File: src/rtl/edtm_pkg.sv
// Shared types and constants for the echo distance to tone mapper.
// Holds the controller state type, register index codes and the pitch table.
// No dependencies.
`timescale 1ns / 1ps

package edtm_pkg;

   // Field widths fixed by the interface
   localparam int ECHO_W      = 15;
   localparam int KNOB_W      = 12;
   localparam int TIME_W      = 32;
   localparam int TONE_W      = 12;
   localparam int NOTE_W      = 4;
   localparam int OCT_W       = 3;
   localparam int TENTHS_W    = 13;
   localparam int DEBOUNCE_W  = 16;
   localparam int CSR_INDEX_W = 2;
   localparam int CSR_DATA_W  = 16;

   // Datapath widths
   localparam int READ_W      = 19;   // one stored reading, 0.001 cm
   localparam int DIVISOR_W   = 13;   // count*100 or note span
   localparam int SCALED_W    = 20;   // a 13-bit limit times 100
   localparam int PITCH_W     = 16;
   localparam int TONE_X_W    = 19;   // pitch shifted up by at most three octaves
   localparam int RECIP_W     = 18;
   localparam int RECIP_SHIFT = 22;
   localparam int PROD_W      = TONE_X_W - 2 + RECIP_W;

   // Register index codes
   localparam logic [CSR_INDEX_W-1:0] CSR_MIN_DIST = 2'd0;
   localparam logic [CSR_INDEX_W-1:0] CSR_MAX_DIST = 2'd1;
   localparam logic [CSR_INDEX_W-1:0] CSR_DEBOUNCE = 2'd2;

   localparam logic [TENTHS_W-1:0]   MIN_DIST_RESET = 13'd30;
   localparam logic [TENTHS_W-1:0]   MAX_DIST_RESET = 13'd400;
   localparam logic [DEBOUNCE_W-1:0] DEBOUNCE_RESET = 16'd200;

   localparam logic [READ_W-1:0] READING_MAX = 19'h7FFFF;
   localparam logic [4:0]        ECHO_SCALE  = 5'd17;     // us to 0.001 cm
   localparam logic [6:0]        CENTI       = 7'd100;
   localparam int                KNOB_FULL   = 4095;
   localparam int                KNOB_STEPS  = 5;

   localparam logic [NOTE_W-1:0] NOTE_TOP  = 4'd11;
   localparam logic [NOTE_W-1:0] NOTE_NONE = 4'd15;
   localparam logic [OCT_W-1:0]  OCT_NONE  = 3'd0;
   localparam logic [OCT_W-1:0]  OCT_BASE  = 3'd2;
   localparam logic [OCT_W-1:0]  OCT_REF   = 3'd4;

   // ceil(2^22 / 25); exact floor(y/25) for y below 2^22/21
   localparam logic [RECIP_W-1:0] RECIP_25 = 18'd167773;

   // Octave-4 pitches in hundredths of a hertz, C through B
   localparam logic [PITCH_W-1:0] PITCH_CENTI_HZ [12] = '{
      16'd26163, 16'd27718, 16'd29366, 16'd31113, 16'd32963, 16'd34923,
      16'd36999, 16'd39200, 16'd41530, 16'd44000, 16'd46616, 16'd49388
   };

   typedef enum logic [3:0] {
      S_IDLE,
      S_WRITE,
      S_SUM,
      S_LOAD,
      S_DIV_AVG,
      S_RANGE,
      S_NOTE,
      S_DIV_NOTE,
      S_PICK,
      S_CHECK,
      S_RECIP,
      S_TONE,
      S_FINISH
   } state_type;

endpackage

File: src/rtl/echo_distance_to_tone_mapper_unit.sv
// Echo distance to tone mapper: reading ring memory, averaging and note/tone control.
// Depends on edtm_pkg.
`timescale 1ns / 1ps

// One transfer in gives one transfer out. After the input transfer of an item,
// input ready stays low until its result is loaded into the output register,
// so it also stays low while a finished result waits for a full output register.
// For an item with an echo reading the wait is set by the one-bit-per-cycle
// restoring divider, shared by the ring average and the note mapping, and by
// the sweep that reads the ring memory one entry per cycle. A finished result
// waits in the output register while the next item is taken.
// The ring memory holds RING_DEPTH readings with a valid bit per entry, so it
// is empty right after reset with no clearing pass. Registers: 0 near limit,
// 1 far limit (tenths of cm), 2 debounce window (ms); write them only while
// the block is idle.
module echo_distance_to_tone_mapper_unit
   import edtm_pkg::*;
#(
   parameter int RING_DEPTH = 5
) (
   input  logic                   clock,
   input  logic                   reset,

   input  logic                   req_valid,
   output logic                   req_ready,
   input  logic [ECHO_W-1:0]      req_echo_width_us,
   input  logic [KNOB_W-1:0]      req_knob_sample,
   input  logic                   req_button_pressed,
   input  logic [TIME_W-1:0]      req_time_ms,

   output logic                   rsp_valid,
   input  logic                   rsp_ready,
   output logic [TONE_W-1:0]      rsp_tone_hz,
   output logic                   rsp_tone_write,
   output logic [NOTE_W-1:0]      rsp_note_index,
   output logic [OCT_W-1:0]       rsp_octave_number,
   output logic [TENTHS_W-1:0]    rsp_distance_tenths,
   output logic                   rsp_distance_valid,
   output logic                   rsp_muted_flag,
   output logic                   rsp_in_range,

   input  logic                   csr_valid,
   output logic                   csr_ready,
   input  logic [CSR_INDEX_W-1:0] csr_index,
   input  logic [CSR_DATA_W-1:0]  csr_data
);

   localparam int ADDR_W = (RING_DEPTH > 1) ? $clog2(RING_DEPTH) : 1;
   localparam int CNT_W  = $clog2(RING_DEPTH + 1);
   localparam int SUM_W  = READ_W + CNT_W;
   localparam int LIM_W  = SCALED_W + CNT_W;
   localparam int DCNT_W = $clog2(SUM_W);
   localparam logic [ADDR_W-1:0] LAST_SLOT = ADDR_W'(RING_DEPTH - 1);

   // Controller
   state_type state_ff, state_in;

   // Configuration
   logic [TENTHS_W-1:0]   min_dist_ff, max_dist_ff;
   logic [DEBOUNCE_W-1:0] debounce_ff;

   // Persistent state
   logic [RING_DEPTH-1:0] entry_vld_ff;
   logic [ADDR_W-1:0]     slot_ff;
   logic                  mute_ff;
   logic [TIME_W-1:0]     last_press_ff;
   logic [NOTE_W-1:0]     last_note_ff;
   logic [OCT_W-1:0]      last_oct_ff;
   logic [TONE_W-1:0]     held_tone_ff;

   // Ring memory
   logic [READ_W-1:0]     ring_mem [RING_DEPTH];
   logic [READ_W-1:0]     rd_data_ff;
   logic                  rd_ok_ff;
   logic [ADDR_W-1:0]     rd_addr;
   logic                  mem_we, rd_en;

   // Per-item working registers
   logic [READ_W-1:0]     reading_ff;
   logic [OCT_W-1:0]      oct_ff;
   logic                  valid_ff, play_ff, write_ff;
   logic [NOTE_W-1:0]     note_ff;
   logic [CNT_W-1:0]      idx_ff, cnt_ff;
   logic [SUM_W-1:0]      sum_ff;
   logic [SCALED_W-1:0]   min100_ff, max100_ff;
   logic [LIM_W-1:0]      lo_ff, hi_ff;
   logic [TENTHS_W-1:0]   tenths_ff;
   logic [TONE_X_W-1:0]   tone_x_ff;
   logic [PROD_W-1:0]     prod_ff;

   // Shared restoring divider
   logic [DIVISOR_W-1:0]  div_rem_ff, div_dvs_ff;
   logic [SUM_W-1:0]      div_quo_ff;
   logic [DCNT_W-1:0]     div_cnt_ff;
   logic [DIVISOR_W:0]    rem_shift;
   logic [DIVISOR_W+1:0]  trial;
   logic                  fits, div_last, div_step;

   // Output register
   logic                  rsp_valid_ff;
   logic [TONE_W-1:0]     rsp_tone_ff;
   logic                  rsp_write_ff;
   logic [NOTE_W-1:0]     rsp_note_ff;
   logic [OCT_W-1:0]      rsp_oct_ff;
   logic [TENTHS_W-1:0]   rsp_tenths_ff;
   logic                  rsp_dvalid_ff, rsp_muted_ff, rsp_range_ff;

   // Combinational helpers
   logic                  req_xfer, rsp_load;
   logic                  press_ok;
   logic [TIME_W-1:0]     elapsed;
   logic [19:0]           echo_x17;
   logic [READ_W-1:0]     reading_in;
   logic [14:0]           knob_x5;
   logic [OCT_W-1:0]      oct_in;
   logic                  last_idx, play_now, tone_change;
   logic [TENTHS_W-1:0]   span, off;
   logic [TONE_X_W-1:0]   tone_x_in;
   logic [PITCH_W-1:0]    pitch;
   logic [PROD_W-RECIP_SHIFT-1:0] tone_q;
   logic [TONE_W-1:0]     tone_in;

   // Handshake and press debounce
   assign req_xfer = req_valid && req_ready;
   assign rsp_load = (state_ff == S_FINISH) && (!rsp_valid_ff || rsp_ready);
   assign csr_ready = 1'b1;
   assign elapsed  = req_time_ms - last_press_ff;
   assign press_ok = req_button_pressed && (elapsed > TIME_W'(debounce_ff));

   // Echo width to saturated reading
   assign echo_x17   = 20'(req_echo_width_us) * 20'(ECHO_SCALE);
   assign reading_in = echo_x17[19] ? READING_MAX : echo_x17[READ_W-1:0];

   // Knob to octave: count thresholds k*4095 reached by knob*5
   assign knob_x5 = 15'(req_knob_sample) * 15'(KNOB_STEPS);
   always_comb begin
      oct_in = OCT_BASE;
      for (int k = 1; k <= KNOB_STEPS; k++) begin
         if (knob_x5 >= 15'(k * KNOB_FULL)) oct_in = oct_in + 3'd1;
      end
   end

   // Divider step
   assign rem_shift = {div_rem_ff, div_quo_ff[SUM_W-1]};
   assign trial     = {1'b0, rem_shift} - {2'b00, div_dvs_ff};
   assign fits      = !trial[DIVISOR_W+1];
   assign div_last  = (div_cnt_ff == DCNT_W'(SUM_W - 1));

   // Range test, note offset and tone-change test
   assign last_idx    = (idx_ff == CNT_W'(RING_DEPTH));
   assign play_now    = !mute_ff && (LIM_W'(sum_ff) >= lo_ff) && (LIM_W'(sum_ff) <= hi_ff);
   assign span        = max_dist_ff - min_dist_ff;
   assign off         = (tenths_ff >= min_dist_ff) ? tenths_ff - min_dist_ff : '0;
   assign tone_change = (note_ff != last_note_ff) || (oct_ff != last_oct_ff);

   // Tone: pitch scaled by octave, divided by 100 through a reciprocal
   assign pitch     = PITCH_CENTI_HZ[note_ff];
   assign tone_x_in = (oct_ff >= OCT_REF) ? (TONE_X_W'(pitch) << (oct_ff - OCT_REF))
                                          : TONE_X_W'(pitch);
   assign tone_q    = prod_ff[PROD_W-1:RECIP_SHIFT];
   assign tone_in   = (oct_ff >= OCT_REF) ? TONE_W'(tone_q)
                                          : TONE_W'(tone_q >> (OCT_REF - oct_ff));

   assign rd_addr = idx_ff[ADDR_W-1:0];

   // Next state
   always_comb begin
      state_in = state_ff;
      case (state_ff)
         S_IDLE: begin
            if (req_xfer) state_in = (req_echo_width_us != '0) ? S_WRITE : S_FINISH;
         end
         S_WRITE:    state_in = S_SUM;
         S_SUM: begin
            if (last_idx) state_in = S_LOAD;
         end
         S_LOAD:     state_in = S_DIV_AVG;
         S_DIV_AVG: begin
            if (div_last) state_in = S_RANGE;
         end
         S_RANGE:    state_in = play_now ? S_NOTE : S_FINISH;
         S_NOTE:     state_in = (span == '0) ? S_CHECK : S_DIV_NOTE;
         S_DIV_NOTE: begin
            if (div_last) state_in = S_PICK;
         end
         S_PICK:     state_in = S_CHECK;
         S_CHECK:    state_in = tone_change ? S_RECIP : S_FINISH;
         S_RECIP:    state_in = S_TONE;
         S_TONE:     state_in = S_FINISH;
         S_FINISH: begin
            if (rsp_load) state_in = S_IDLE;
         end
         default:    state_in = S_IDLE;
      endcase
   end

   // Controller outputs
   always_comb begin
      req_ready = 1'b0;
      mem_we    = 1'b0;
      rd_en     = 1'b0;
      div_step  = 1'b0;
      case (state_ff)
         S_IDLE:     req_ready = 1'b1;
         S_WRITE:    mem_we    = 1'b1;
         S_SUM:      rd_en     = !last_idx;
         S_DIV_AVG:  div_step  = 1'b1;
         S_DIV_NOTE: div_step  = 1'b1;
         default: begin
         end
      endcase
   end

   // Ring memory: one write port, one registered read port
   always_ff @(posedge clock) begin
      if (mem_we) ring_mem[slot_ff] <= reading_ff;
      if (rd_en) begin
         rd_data_ff <= ring_mem[rd_addr];
         rd_ok_ff   <= entry_vld_ff[rd_addr];
      end
   end

   // Control and persistent state
   always_ff @(posedge clock) begin
      if (reset) begin
         state_ff      <= S_IDLE;
         rsp_valid_ff  <= 1'b0;
         min_dist_ff   <= MIN_DIST_RESET;
         max_dist_ff   <= MAX_DIST_RESET;
         debounce_ff   <= DEBOUNCE_RESET;
         entry_vld_ff  <= '0;
         slot_ff       <= '0;
         mute_ff       <= 1'b0;
         last_press_ff <= '0;
         last_note_ff  <= NOTE_NONE;
         last_oct_ff   <= OCT_NONE;
         held_tone_ff  <= '0;
      end else begin
         state_ff <= state_in;

         if (csr_valid && csr_ready) begin
            if (csr_index == CSR_MIN_DIST) min_dist_ff <= csr_data[TENTHS_W-1:0];
            if (csr_index == CSR_MAX_DIST) max_dist_ff <= csr_data[TENTHS_W-1:0];
            if (csr_index == CSR_DEBOUNCE) debounce_ff <= csr_data;
         end

         if (req_xfer && press_ok) begin
            mute_ff       <= !mute_ff;
            last_press_ff <= req_time_ms;
         end

         if (mem_we) begin
            entry_vld_ff[slot_ff] <= 1'b1;
            slot_ff <= (slot_ff == LAST_SLOT) ? '0 : slot_ff + 1'b1;
         end

         // note/octave bookkeeping for playing and silent items
         if (state_ff == S_CHECK && tone_change) begin
            last_note_ff <= note_ff;
            last_oct_ff  <= oct_ff;
         end
         if (state_ff == S_FINISH && !play_ff) begin
            last_note_ff <= NOTE_NONE;
            last_oct_ff  <= OCT_NONE;
         end
         if (state_ff == S_TONE) held_tone_ff <= tone_in;

         if (rsp_load) rsp_valid_ff <= 1'b1;
         else if (rsp_ready) rsp_valid_ff <= 1'b0;
      end
   end

   // Per-item datapath and divider
   always_ff @(posedge clock) begin
      case (state_ff)
         S_IDLE: begin
            reading_ff <= reading_in;
            oct_ff     <= oct_in;
            valid_ff   <= (req_echo_width_us != '0);
            play_ff    <= 1'b0;
            write_ff   <= 1'b1;
            note_ff    <= '0;
            tenths_ff  <= '0;
         end
         S_WRITE: begin
            idx_ff <= '0;
            cnt_ff <= '0;
            sum_ff <= '0;
         end
         S_SUM: begin
            idx_ff <= idx_ff + 1'b1;
            if (idx_ff != '0 && rd_ok_ff && rd_data_ff != '0) begin
               sum_ff <= sum_ff + SUM_W'(rd_data_ff);
               cnt_ff <= cnt_ff + 1'b1;
            end
         end
         S_LOAD: begin
            div_rem_ff <= '0;
            div_quo_ff <= sum_ff;
            div_dvs_ff <= DIVISOR_W'(cnt_ff) * DIVISOR_W'(CENTI);
            div_cnt_ff <= '0;
            min100_ff  <= SCALED_W'(min_dist_ff) * SCALED_W'(CENTI);
            max100_ff  <= SCALED_W'(max_dist_ff) * SCALED_W'(CENTI);
         end
         S_DIV_AVG: begin
            lo_ff <= LIM_W'(min100_ff) * LIM_W'(cnt_ff);
            hi_ff <= LIM_W'(max100_ff) * LIM_W'(cnt_ff);
         end
         S_RANGE: begin
            tenths_ff <= div_quo_ff[TENTHS_W-1:0];
            play_ff   <= play_now;
         end
         S_NOTE: begin
            if (span == '0) note_ff <= NOTE_TOP;
            div_rem_ff <= '0;
            div_quo_ff <= SUM_W'(off) * SUM_W'(NOTE_TOP);
            div_dvs_ff <= span;
            div_cnt_ff <= '0;
         end
         S_PICK: begin
            note_ff <= (div_quo_ff >= SUM_W'(NOTE_TOP)) ? '0
                                                        : NOTE_TOP - div_quo_ff[NOTE_W-1:0];
         end
         S_CHECK: begin
            write_ff  <= tone_change;
            tone_x_ff <= tone_x_in;
         end
         S_RECIP: begin
            prod_ff <= PROD_W'(tone_x_ff[TONE_X_W-1:2]) * PROD_W'(RECIP_25);
         end
         default: begin
         end
      endcase

      // one quotient bit per cycle
      if (div_step) begin
         div_rem_ff <= fits ? trial[DIVISOR_W-1:0] : rem_shift[DIVISOR_W-1:0];
         div_quo_ff <= {div_quo_ff[SUM_W-2:0], fits};
         div_cnt_ff <= div_cnt_ff + 1'b1;
      end

      if (rsp_load) begin
         rsp_tone_ff   <= play_ff ? held_tone_ff : '0;
         rsp_write_ff  <= write_ff;
         rsp_note_ff   <= play_ff ? note_ff : '0;
         rsp_oct_ff    <= oct_ff;
         rsp_tenths_ff <= valid_ff ? tenths_ff : '0;
         rsp_dvalid_ff <= valid_ff;
         rsp_muted_ff  <= mute_ff;
         rsp_range_ff  <= play_ff;
      end
   end

   assign rsp_valid           = rsp_valid_ff;
   assign rsp_tone_hz         = rsp_tone_ff;
   assign rsp_tone_write      = rsp_write_ff;
   assign rsp_note_index      = rsp_note_ff;
   assign rsp_octave_number   = rsp_oct_ff;
   assign rsp_distance_tenths = rsp_tenths_ff;
   assign rsp_distance_valid  = rsp_dvalid_ff;
   assign rsp_muted_flag      = rsp_muted_ff;
   assign rsp_in_range        = rsp_range_ff;

   // Checks
   a_ring_never_stores_empty: assert property (@(posedge clock) disable iff (reset)
      mem_we |-> (reading_ff != '0))
      else $error("zero reading written to ring");

   a_divisor_nonzero: assert property (@(posedge clock) disable iff (reset)
      div_step |-> (div_dvs_ff != '0))
      else $error("divider running with zero divisor");

   a_play_needs_distance: assert property (@(posedge clock) disable iff (reset)
      (rsp_valid && rsp_in_range) |-> (rsp_distance_valid && !rsp_muted_flag))
      else $error("note played without valid unmuted distance");

   a_silent_rewrites_zero: assert property (@(posedge clock) disable iff (reset)
      (rsp_valid && !rsp_in_range) |-> (rsp_tone_hz == '0 && rsp_tone_write
                                         && rsp_note_index == '0))
      else $error("silent result not silencing the generator");

   a_echo_goes_to_ring: assert property (@(posedge clock) disable iff (reset)
      (req_xfer && req_echo_width_us != '0) |=> (state_ff == S_WRITE))
      else $error("echo reading not stored");

endmodule
File: config.mk
export PLATFORM = sky130hd
export DESIGN_NAME = echo_distance_to_tone_mapper_unit
export DESIGN_NICKNAME = d
export VERILOG_FILES = /design/src/rtl/edtm_pkg.sv /design/src/rtl/echo_distance_to_tone_mapper_unit.sv
export SDC_FILE = /design/constraint.sdc
export NUM_CORES = 2
export LEC_CHECK = 0
export ABC_AREA = 0
export BUFFER_PORTS_ARGS = -buffer_cell sky130_fd_sc_hd__clkbuf_2
export CORE_MARGIN = 2
export CORE_UTILIZATION = 35
export DETAILED_ROUTE_END_ITERATION = 10
export PLACE_DENSITY_LB_ADDON = 0.2
export SYNTH_ARGS = -nofsm -noshare
export SYNTH_HDL_FRONTEND = slang
export SYNTH_SLANG_ARGS = --single-unit
File: constraint.sdc
create_clock -name clock -period 7.85 [get_ports clock]
set_input_delay 2.355 -clock clock [delete_from_list [all_inputs] [get_ports clock]]
set_output_delay 2.355 -clock clock [all_outputs]
set_load 0.02 [all_outputs]
# Word-level counts from Yosys, hierarchy flattened
# Memories as Yosys holds them, arrays and structs flattened. A register that Yosys moved wholly into a read port is not among the register bits.
# Index checks and enable logic that the tools add are counted.
[op_classes]
n_mux = 52
multipliers = 9
n_eq_ne = 26
addsub = 16
n_div = 0
n_bitwise = 2
n_reduce_logical = 41
shifts = 2
n_lt_le_gt_ge = 15
[op_table]
columns = ["cell", "n"]
rows = [
  ["22-bit one-hot mux with 2 select lines", 2],
  ["13-bit 2-to-1 mux", 4],
  ["13-bit one-hot mux with 2 select lines", 2],
  ["4-bit one-hot mux with 13 select lines", 1],
  ["16-bit 2-to-1 mux", 3],
  ["22-bit 2-to-1 mux", 2],
  ["18-bit by 3-bit multiplier with 21-bit output", 2],
  ["4-bit 2-to-1 mux", 10],
  ["13-bit by 5-bit multiplier with 18-bit output, second input constant", 2],
  ["17-bit by 18-bit multiplier with 35-bit output, second input constant", 1],
  ["32-bit by 16-bit > comparator with 1-bit output", 1],
  ["32-bit subtractor", 1],
  ["15-bit by 14-bit >= comparator with 1-bit output, second input constant", 2],
  ["13-bit subtractor", 2],
  ["22-bit by 23-bit >= comparator with 1-bit output", 1],
  ["22-bit by 23-bit <= comparator with 1-bit output", 1],
  ["22-bit by 19-bit adder with 22-bit output", 1],
  ["22-bit by 4-bit >= comparator with 1-bit output, second input constant", 1],
  ["3-bit by 1-bit adder with 3-bit output, second input constant", 7],
  ["3-bit 2-to-1 mux", 7],
  ["4-bit equality test, second input constant", 5],
  ["15-bit by 5-bit multiplier with 20-bit output, second input constant", 1],
  ["19-bit nonzero test", 1],
  ["16-bit by 3-bit << shifter with 19-bit output", 1],
  ["other kinds (49)", 102],
]
[word_totals]
latchBits = 0
ff_bits = 399
n_memories = 2
romBits = 256
wordCells = 207
mem_bits_rw = 95
[mem_list]
columns = ["memory", "depth", "word_bits", "rd", "rd_ports_with_merged_regs", "write_ports", "line", "text"]
rows = [
  ["(no name shown)", 16, 16, 1, 0, 0, "echo_distance_to_tone_mapper_unit.sv:157", "assign pitch = PITCH_CENTI_HZ[note_ff];"],
  ["ring_mem", 5, 19, 1, 1, 1, "echo_distance_to_tone_mapper_unit.sv:72", "logic [READ_W-1:0] ring_mem [RING_DEPTH];"],
]

# Logic depth before layout (Yosys ltp)
[depth]
depth_word = 11
mapped_depth = 28
depth_no_buf = 27

# Worst setup path after synthesis
# OpenSTA, ideal clock, no wires.
[synth_timing]
path_kind = "input to register"
start = "in req_knob_sample[1]"
end = "reg oct_ff[2], data pin"
t_required_ns = 7.590
arrival_time_ns = 6.289
setup_ns = 0.260
path_stages = 20
path_slack_ns = 1.301
path_cell_list = "ha_1 -> ha_1 -> inv_1 -> fa_1 -> or4b_2 -> nor4_1 -> and2_1 -> nand4_1 -> o21ai_0 -> or3_1 -> inv_1 -> ha_1 -> xnor2_1 -> ha_1 -> nor2_1 -> a21oi_1 -> ha_1 -> nand2_1 -> xnor2_1 -> xnor2_1"
[synth_between]
elab_chain_len = 11
[synth_rtl]
columns = ["item", "line", "text"]
rows = [
  ["start, declared", "echo_distance_to_tone_mapper_unit.sv:27", "input logic [KNOB_W-1:0] req_knob_sample,"],
  ["12-bit by 3-bit multiplier with 15-bit output *", "echo_distance_to_tone_mapper_unit.sv:135", "assign knob_x5 = 15'(req_knob_sample) * 15'(KNOB_STEPS);"],
  ["15-bit by 12-bit >= comparator with 1-bit output", "echo_distance_to_tone_mapper_unit.sv:139", "if (knob_x5 >= 15'(k * KNOB_FULL)) oct_in = oct_in + 3'd1;"],
  ["1-bit 2-to-1 mux", "echo_distance_to_tone_mapper_unit.sv:139", ""],
  ["3-bit by 1-bit adder with 3-bit output", "echo_distance_to_tone_mapper_unit.sv:139", ""],
  ["3-bit 2-to-1 mux", "echo_distance_to_tone_mapper_unit.sv:139", ""],
  ["3-bit by 1-bit adder with 3-bit output", "echo_distance_to_tone_mapper_unit.sv:139", ""],
  ["3-bit 2-to-1 mux", "echo_distance_to_tone_mapper_unit.sv:139", ""],
  ["3-bit by 1-bit adder with 3-bit output", "echo_distance_to_tone_mapper_unit.sv:139", ""],
  ["3-bit 2-to-1 mux", "echo_distance_to_tone_mapper_unit.sv:139", ""],
  ["3-bit by 1-bit adder with 3-bit output", "echo_distance_to_tone_mapper_unit.sv:139", ""],
  ["3-bit 2-to-1 mux *", "echo_distance_to_tone_mapper_unit.sv:139", ""],
  ["net oct_in[2]", "echo_distance_to_tone_mapper_unit.sv:115", "logic [OCT_W-1:0] oct_in;"],
  ["end signal, assigned", "echo_distance_to_tone_mapper_unit.sv:278", "oct_ff <= oct_in;"],
  ["end, declared", "echo_distance_to_tone_mapper_unit.sv:80", "logic [OCT_W-1:0] oct_ff;"],
]
# Mark *: on every way through the listed nets, which the timed path passes. The rest lies on a longest branch.
# A chain may end at the register's enable or synchronous reset.

# Worst setup path after layout
[layout_timing]
start = "reg tone_x_ff[8]"
end = "reg prod_ff[34], data pin"
[layout_between]
elab_chain_len = 1
[layout_rtl]
columns = ["item", "line", "text"]
rows = [
  ["start, declared", "echo_distance_to_tone_mapper_unit.sv:88", "logic [TONE_X_W-1:0] tone_x_ff;"],
  ["start signal, assigned", "echo_distance_to_tone_mapper_unit.sv:326", "tone_x_ff <= tone_x_in;"],
  ["17-bit by 18-bit multiplier with 35-bit output", "echo_distance_to_tone_mapper_unit.sv:329", "prod_ff <= PROD_W'(tone_x_ff[TONE_X_W-1:2]) * PROD_W'(RECIP_25);"],
  ["end signal, assigned", "echo_distance_to_tone_mapper_unit.sv:329", ""],
  ["end, declared", "echo_distance_to_tone_mapper_unit.sv:89", "logic [PROD_W-1:0] prod_ff;"],
]
# No other way between the ends.

==> metrics.txt <==
status=finished, final reports clean; Area Growth Syn to Fin=11.1%; I/O Pins=122; largest net degree at the start of global routing=75; CP required=8.23 ns; flops & latches, synth=489; fmax=0.149 GHz; Placer Congestion=0.842; Rel. slew slack=22.7%; CTS max path bufs=3; vias per inst=4.99; Worst Max-Slew Pin Slew=1.16 ns; Reg2Reg Depth=22; Root Buffer=clkbuf_16; Worst setup EP type=flop; pwr dens=342 nW/um^2; gr usage total=16.8%; Post-CTS Resized=0; die area=113000 um^2; Post-Syn Area=38500 um^2; hpwl dp=72900 um; die height=335 um; min-delay worst type=reg2reg; top_reg_cell synth=edfxtp_1; R2R Path End=prod_ff[34]; crit path to=prod_ff[34]; Leak Pwr=18.8 nW; CP peak stage delay=0.55 ns; RSZ-0062 raised after global routing=no; worst skew pair latency=0.64 ns; layout cells sized above 1=8.34%; ANT nets after route=0; final WL=94100 um; Die X=335 um; Avg Cell Area, Syn=9.90 um^2; Power Total=14.6 mW; Port Buf Inserts=120; Crit path arrival time=7.07 ns; Num CTS Buffers=57; Crit-path slowest cell=fa_1; ys async rst share=0%; crit share post-route=85.3%; top cells by area, synth=edfxtp_1, ha_1, fa_1, dfxtp_1, inv_1; most used cell, CP=fa_1; Syn Nets=4654; Syn. warnings=0; Crit Path Max Fanout=8; Max Slew Vio Count=0; Yosys top cell area share=29.8%; sequential area share after synthesis=35.4%; clk_skew=0.0324 ns; hold buffer count at CTS=0; number of synthesized flops with an enable pin=382; H-tree depth=2; CP Class=reg2reg; diodes inserted=0; r2r startpoint=tone_x_ff[8]; DRC viols=0; area leader, netlist=edfxtp_1; Starting DRT DRC Count=1592; peak supply drop=0.000216 V; Reg2Reg Setup Slack=1.16 ns; first-pass GRT wire length=151000 um; CTS tree=done; core area=109000 um^2; Critical Path Source Type=flop; Clock Sinks=489; Final Hold Viols=0; global route total overflow=0; final setup vio count=0; Cell Rows=121; synthesized netlist cell count=3885; total number of vias=27200; Setup TNS=0 ns; initial antenna violation count=3; Starting Density=35.3%; max-cap viol count=0; post-layout min period=6.69 ns; crit path cell chain=inv_1 -> fa_1 -> fa_1 -> fa_1 -> inv_1 -> fa_1 -> fa_1 -> inv_1 -> fa_1 -> inv_1 -> ha_1 -> nand4_1 -> nor2_1 -> nand2_1 -> or3_1 -> a311oi_1 -> buf_4 -> a31oi_1 -> o31ai_1 -> nor4_1 -> nor3_1 -> xnor2_1; CP startpoint=tone_x_ff[8]; Pre-antenna DRT Iters=5; Routed wire per std cell=17.3 um; nets=4752; Yosys cell types=84; register clock-pin slew on the reported worst setup and hold paths=0.06 ns; post-CTS setup buffers=0; vias in the first global route=26700
==> per-layer routing <==
layer,share of wire [%],up-vias,track usage [%]
met2,46,385,27.1
met5,0.017,-,0
met3,3.4,81,1.74
met1,49,13100,24.5
li1,-,13600,-
met4,1.6,2,3.33
==> cell usage after synthesis, types with 8 or more instances <==
cell and n:
nand2b_1 105, ha_1 512, o21a_1 36, or3_1 16
mux4_2 22, o31ai_1 14, o21ai_0 150, nand3_1 45
a31oi_1 8, and3_1 25, a21oi_1 206, a21boi_0 19
nor4_1 24, and2_1 58, clkbuf_1 100, nand3b_1 11
inv_1 557, dfxtp_1 107, nor2_1 259, a221oi_1 9
xor2_1 53, a211oi_1 36, nand2_1 353, o21bai_1 21
mux2i_1 70, o21ai_1 9, fa_1 174, nand4_1 33
or2_2 13, xnor2_1 109, nor3_1 67, nor2b_1 39
a211o_1 18, buf_1 10, a21o_1 50, o211ai_1 17
mux2_2 26, edfxtp_1 382
==> worst min-delay path by stage <==
stage                     from               to  slack [ns]  depth (start not counted)
4_1_cts         debounce_ff[5]   debounce_ff[5]        0.45                          2
3_5_place_dp   held_tone_ff[6]  held_tone_ff[6]        0.45                          2
5_1_grt        debounce_ff[13]  debounce_ff[13]        0.48                          2
2_1_floorplan         write_ff   rsp_tone_write        0.40                          0
3_3_place_gp    debounce_ff[8]   debounce_ff[8]        0.44                          2
6_report        debounce_ff[1]   debounce_ff[1]        0.45                          2
==> registers in the layout, indices dropped and copies added (netlist names), 16 cells and up <==
name,flops
tone_x_ff,17
debounce_ff,16
lo_ff,21
sum_ff,22
rd_data_ff,19
min100_ff,18
ring_mem,95
max100_ff,18
div_quo_ff,22
last_press_ff,32
reading_ff,19
hi_ff,21
==> final cells by class <==
type                            count  area (um^2)
Tap cell                         1414         1770
Clock inverter                     36          470
Fill cell                       10700        66100
Sequential cell                   489        13600
Multi-Input combinational cell   2719        22300
Clock buffer                       70         1570
Timing Repair Buffer              155          866
Inverter                          561         2110
==> placed cells by master, fill, tap and decap left out, types with 16 or more instances in the layout <==
cell type  instances
a211o_1           18
a211oi_1          36
a21boi_0          19
a21o_1            50
a21oi_1          205
and2_1            58
and3_1            25
buf_4             36
clkbuf_16         59
clkbuf_2         119
dfxtp_1          107
edfxtp_1         382
fa_1             174
ha_1             512
inv_1            557
mux2_2            26
mux2i_1           70
mux4_2            22
nand2_1          353
nand2b_1         105
nand3_1           45
nand4_1           33
nor2_1           257
nor2b_1           38
nor3_1            65
nor4_1            22
o211ai_1          17
o21a_1            36
o21ai_0          149
o21bai_1          21
or3_1             16
xnor2_1          109
xor2_1            53
==> through the flow <==
step | instances | area [um^2] | utilization (%) | hold slack, ns | worst slack [ns]
6_report | 5444 | 42700 | 39.3 | 0.453 | 1.16
5_1_grt | 5444 | 42700 | 39.3 | 0.476 | 0.694
2_1_floorplan | 3885 | 38500 | - | 0.400 | 1.30
4_1_cts | 5444 | 42700 | 39.3 | 0.455 | 1.08
3_3_place_gp | 5338 | 40700 | 37.4 | 0.445 | 0.785
3_5_place_dp | 5338 | 40700 | 37.4 | 0.446 | 0.697
==> worst max-delay path: cells and delay by family (launching register included) <==
family                     cells  cell delay, ns
adders and majority gates      7            3.36
and+or+nand+nor                6            1.09
AOI/OAI and AO/OA              3            0.85
DFF                            1            0.54
buffers and inverters          5            0.50
xor gates and xnor gates       1            0.09
==> power by group <==
group	leakage, nW	switching (mW)	internal [mW]	total, mW
logic	13.4	4.39	3.15	7.54
clock network	0.973	1.14	1.72	2.87
registers	4.42	0.513	3.67	4.18
total	18.8	6.05	8.55	14.6
==> cell families (layout without fill, tap and decap cells) <==
logic type | Yosys count | in the layout | synth area share, %
xor+xnor | 162 | 162 | 3.69
compound gates | 678 | 678 | 11.3
simple gates | 1073 | 1073 | 13.3
flops | 489 | 489 | 35.4
fa+ha+maj | 686 | 686 | 25.7
mux | 119 | 119 | 3.90
buf+inv | 677 | 822 | 6.68
other cells | 1 | 1 | 0.00975
Note: power is estimated with default switching activity, not from simulation.
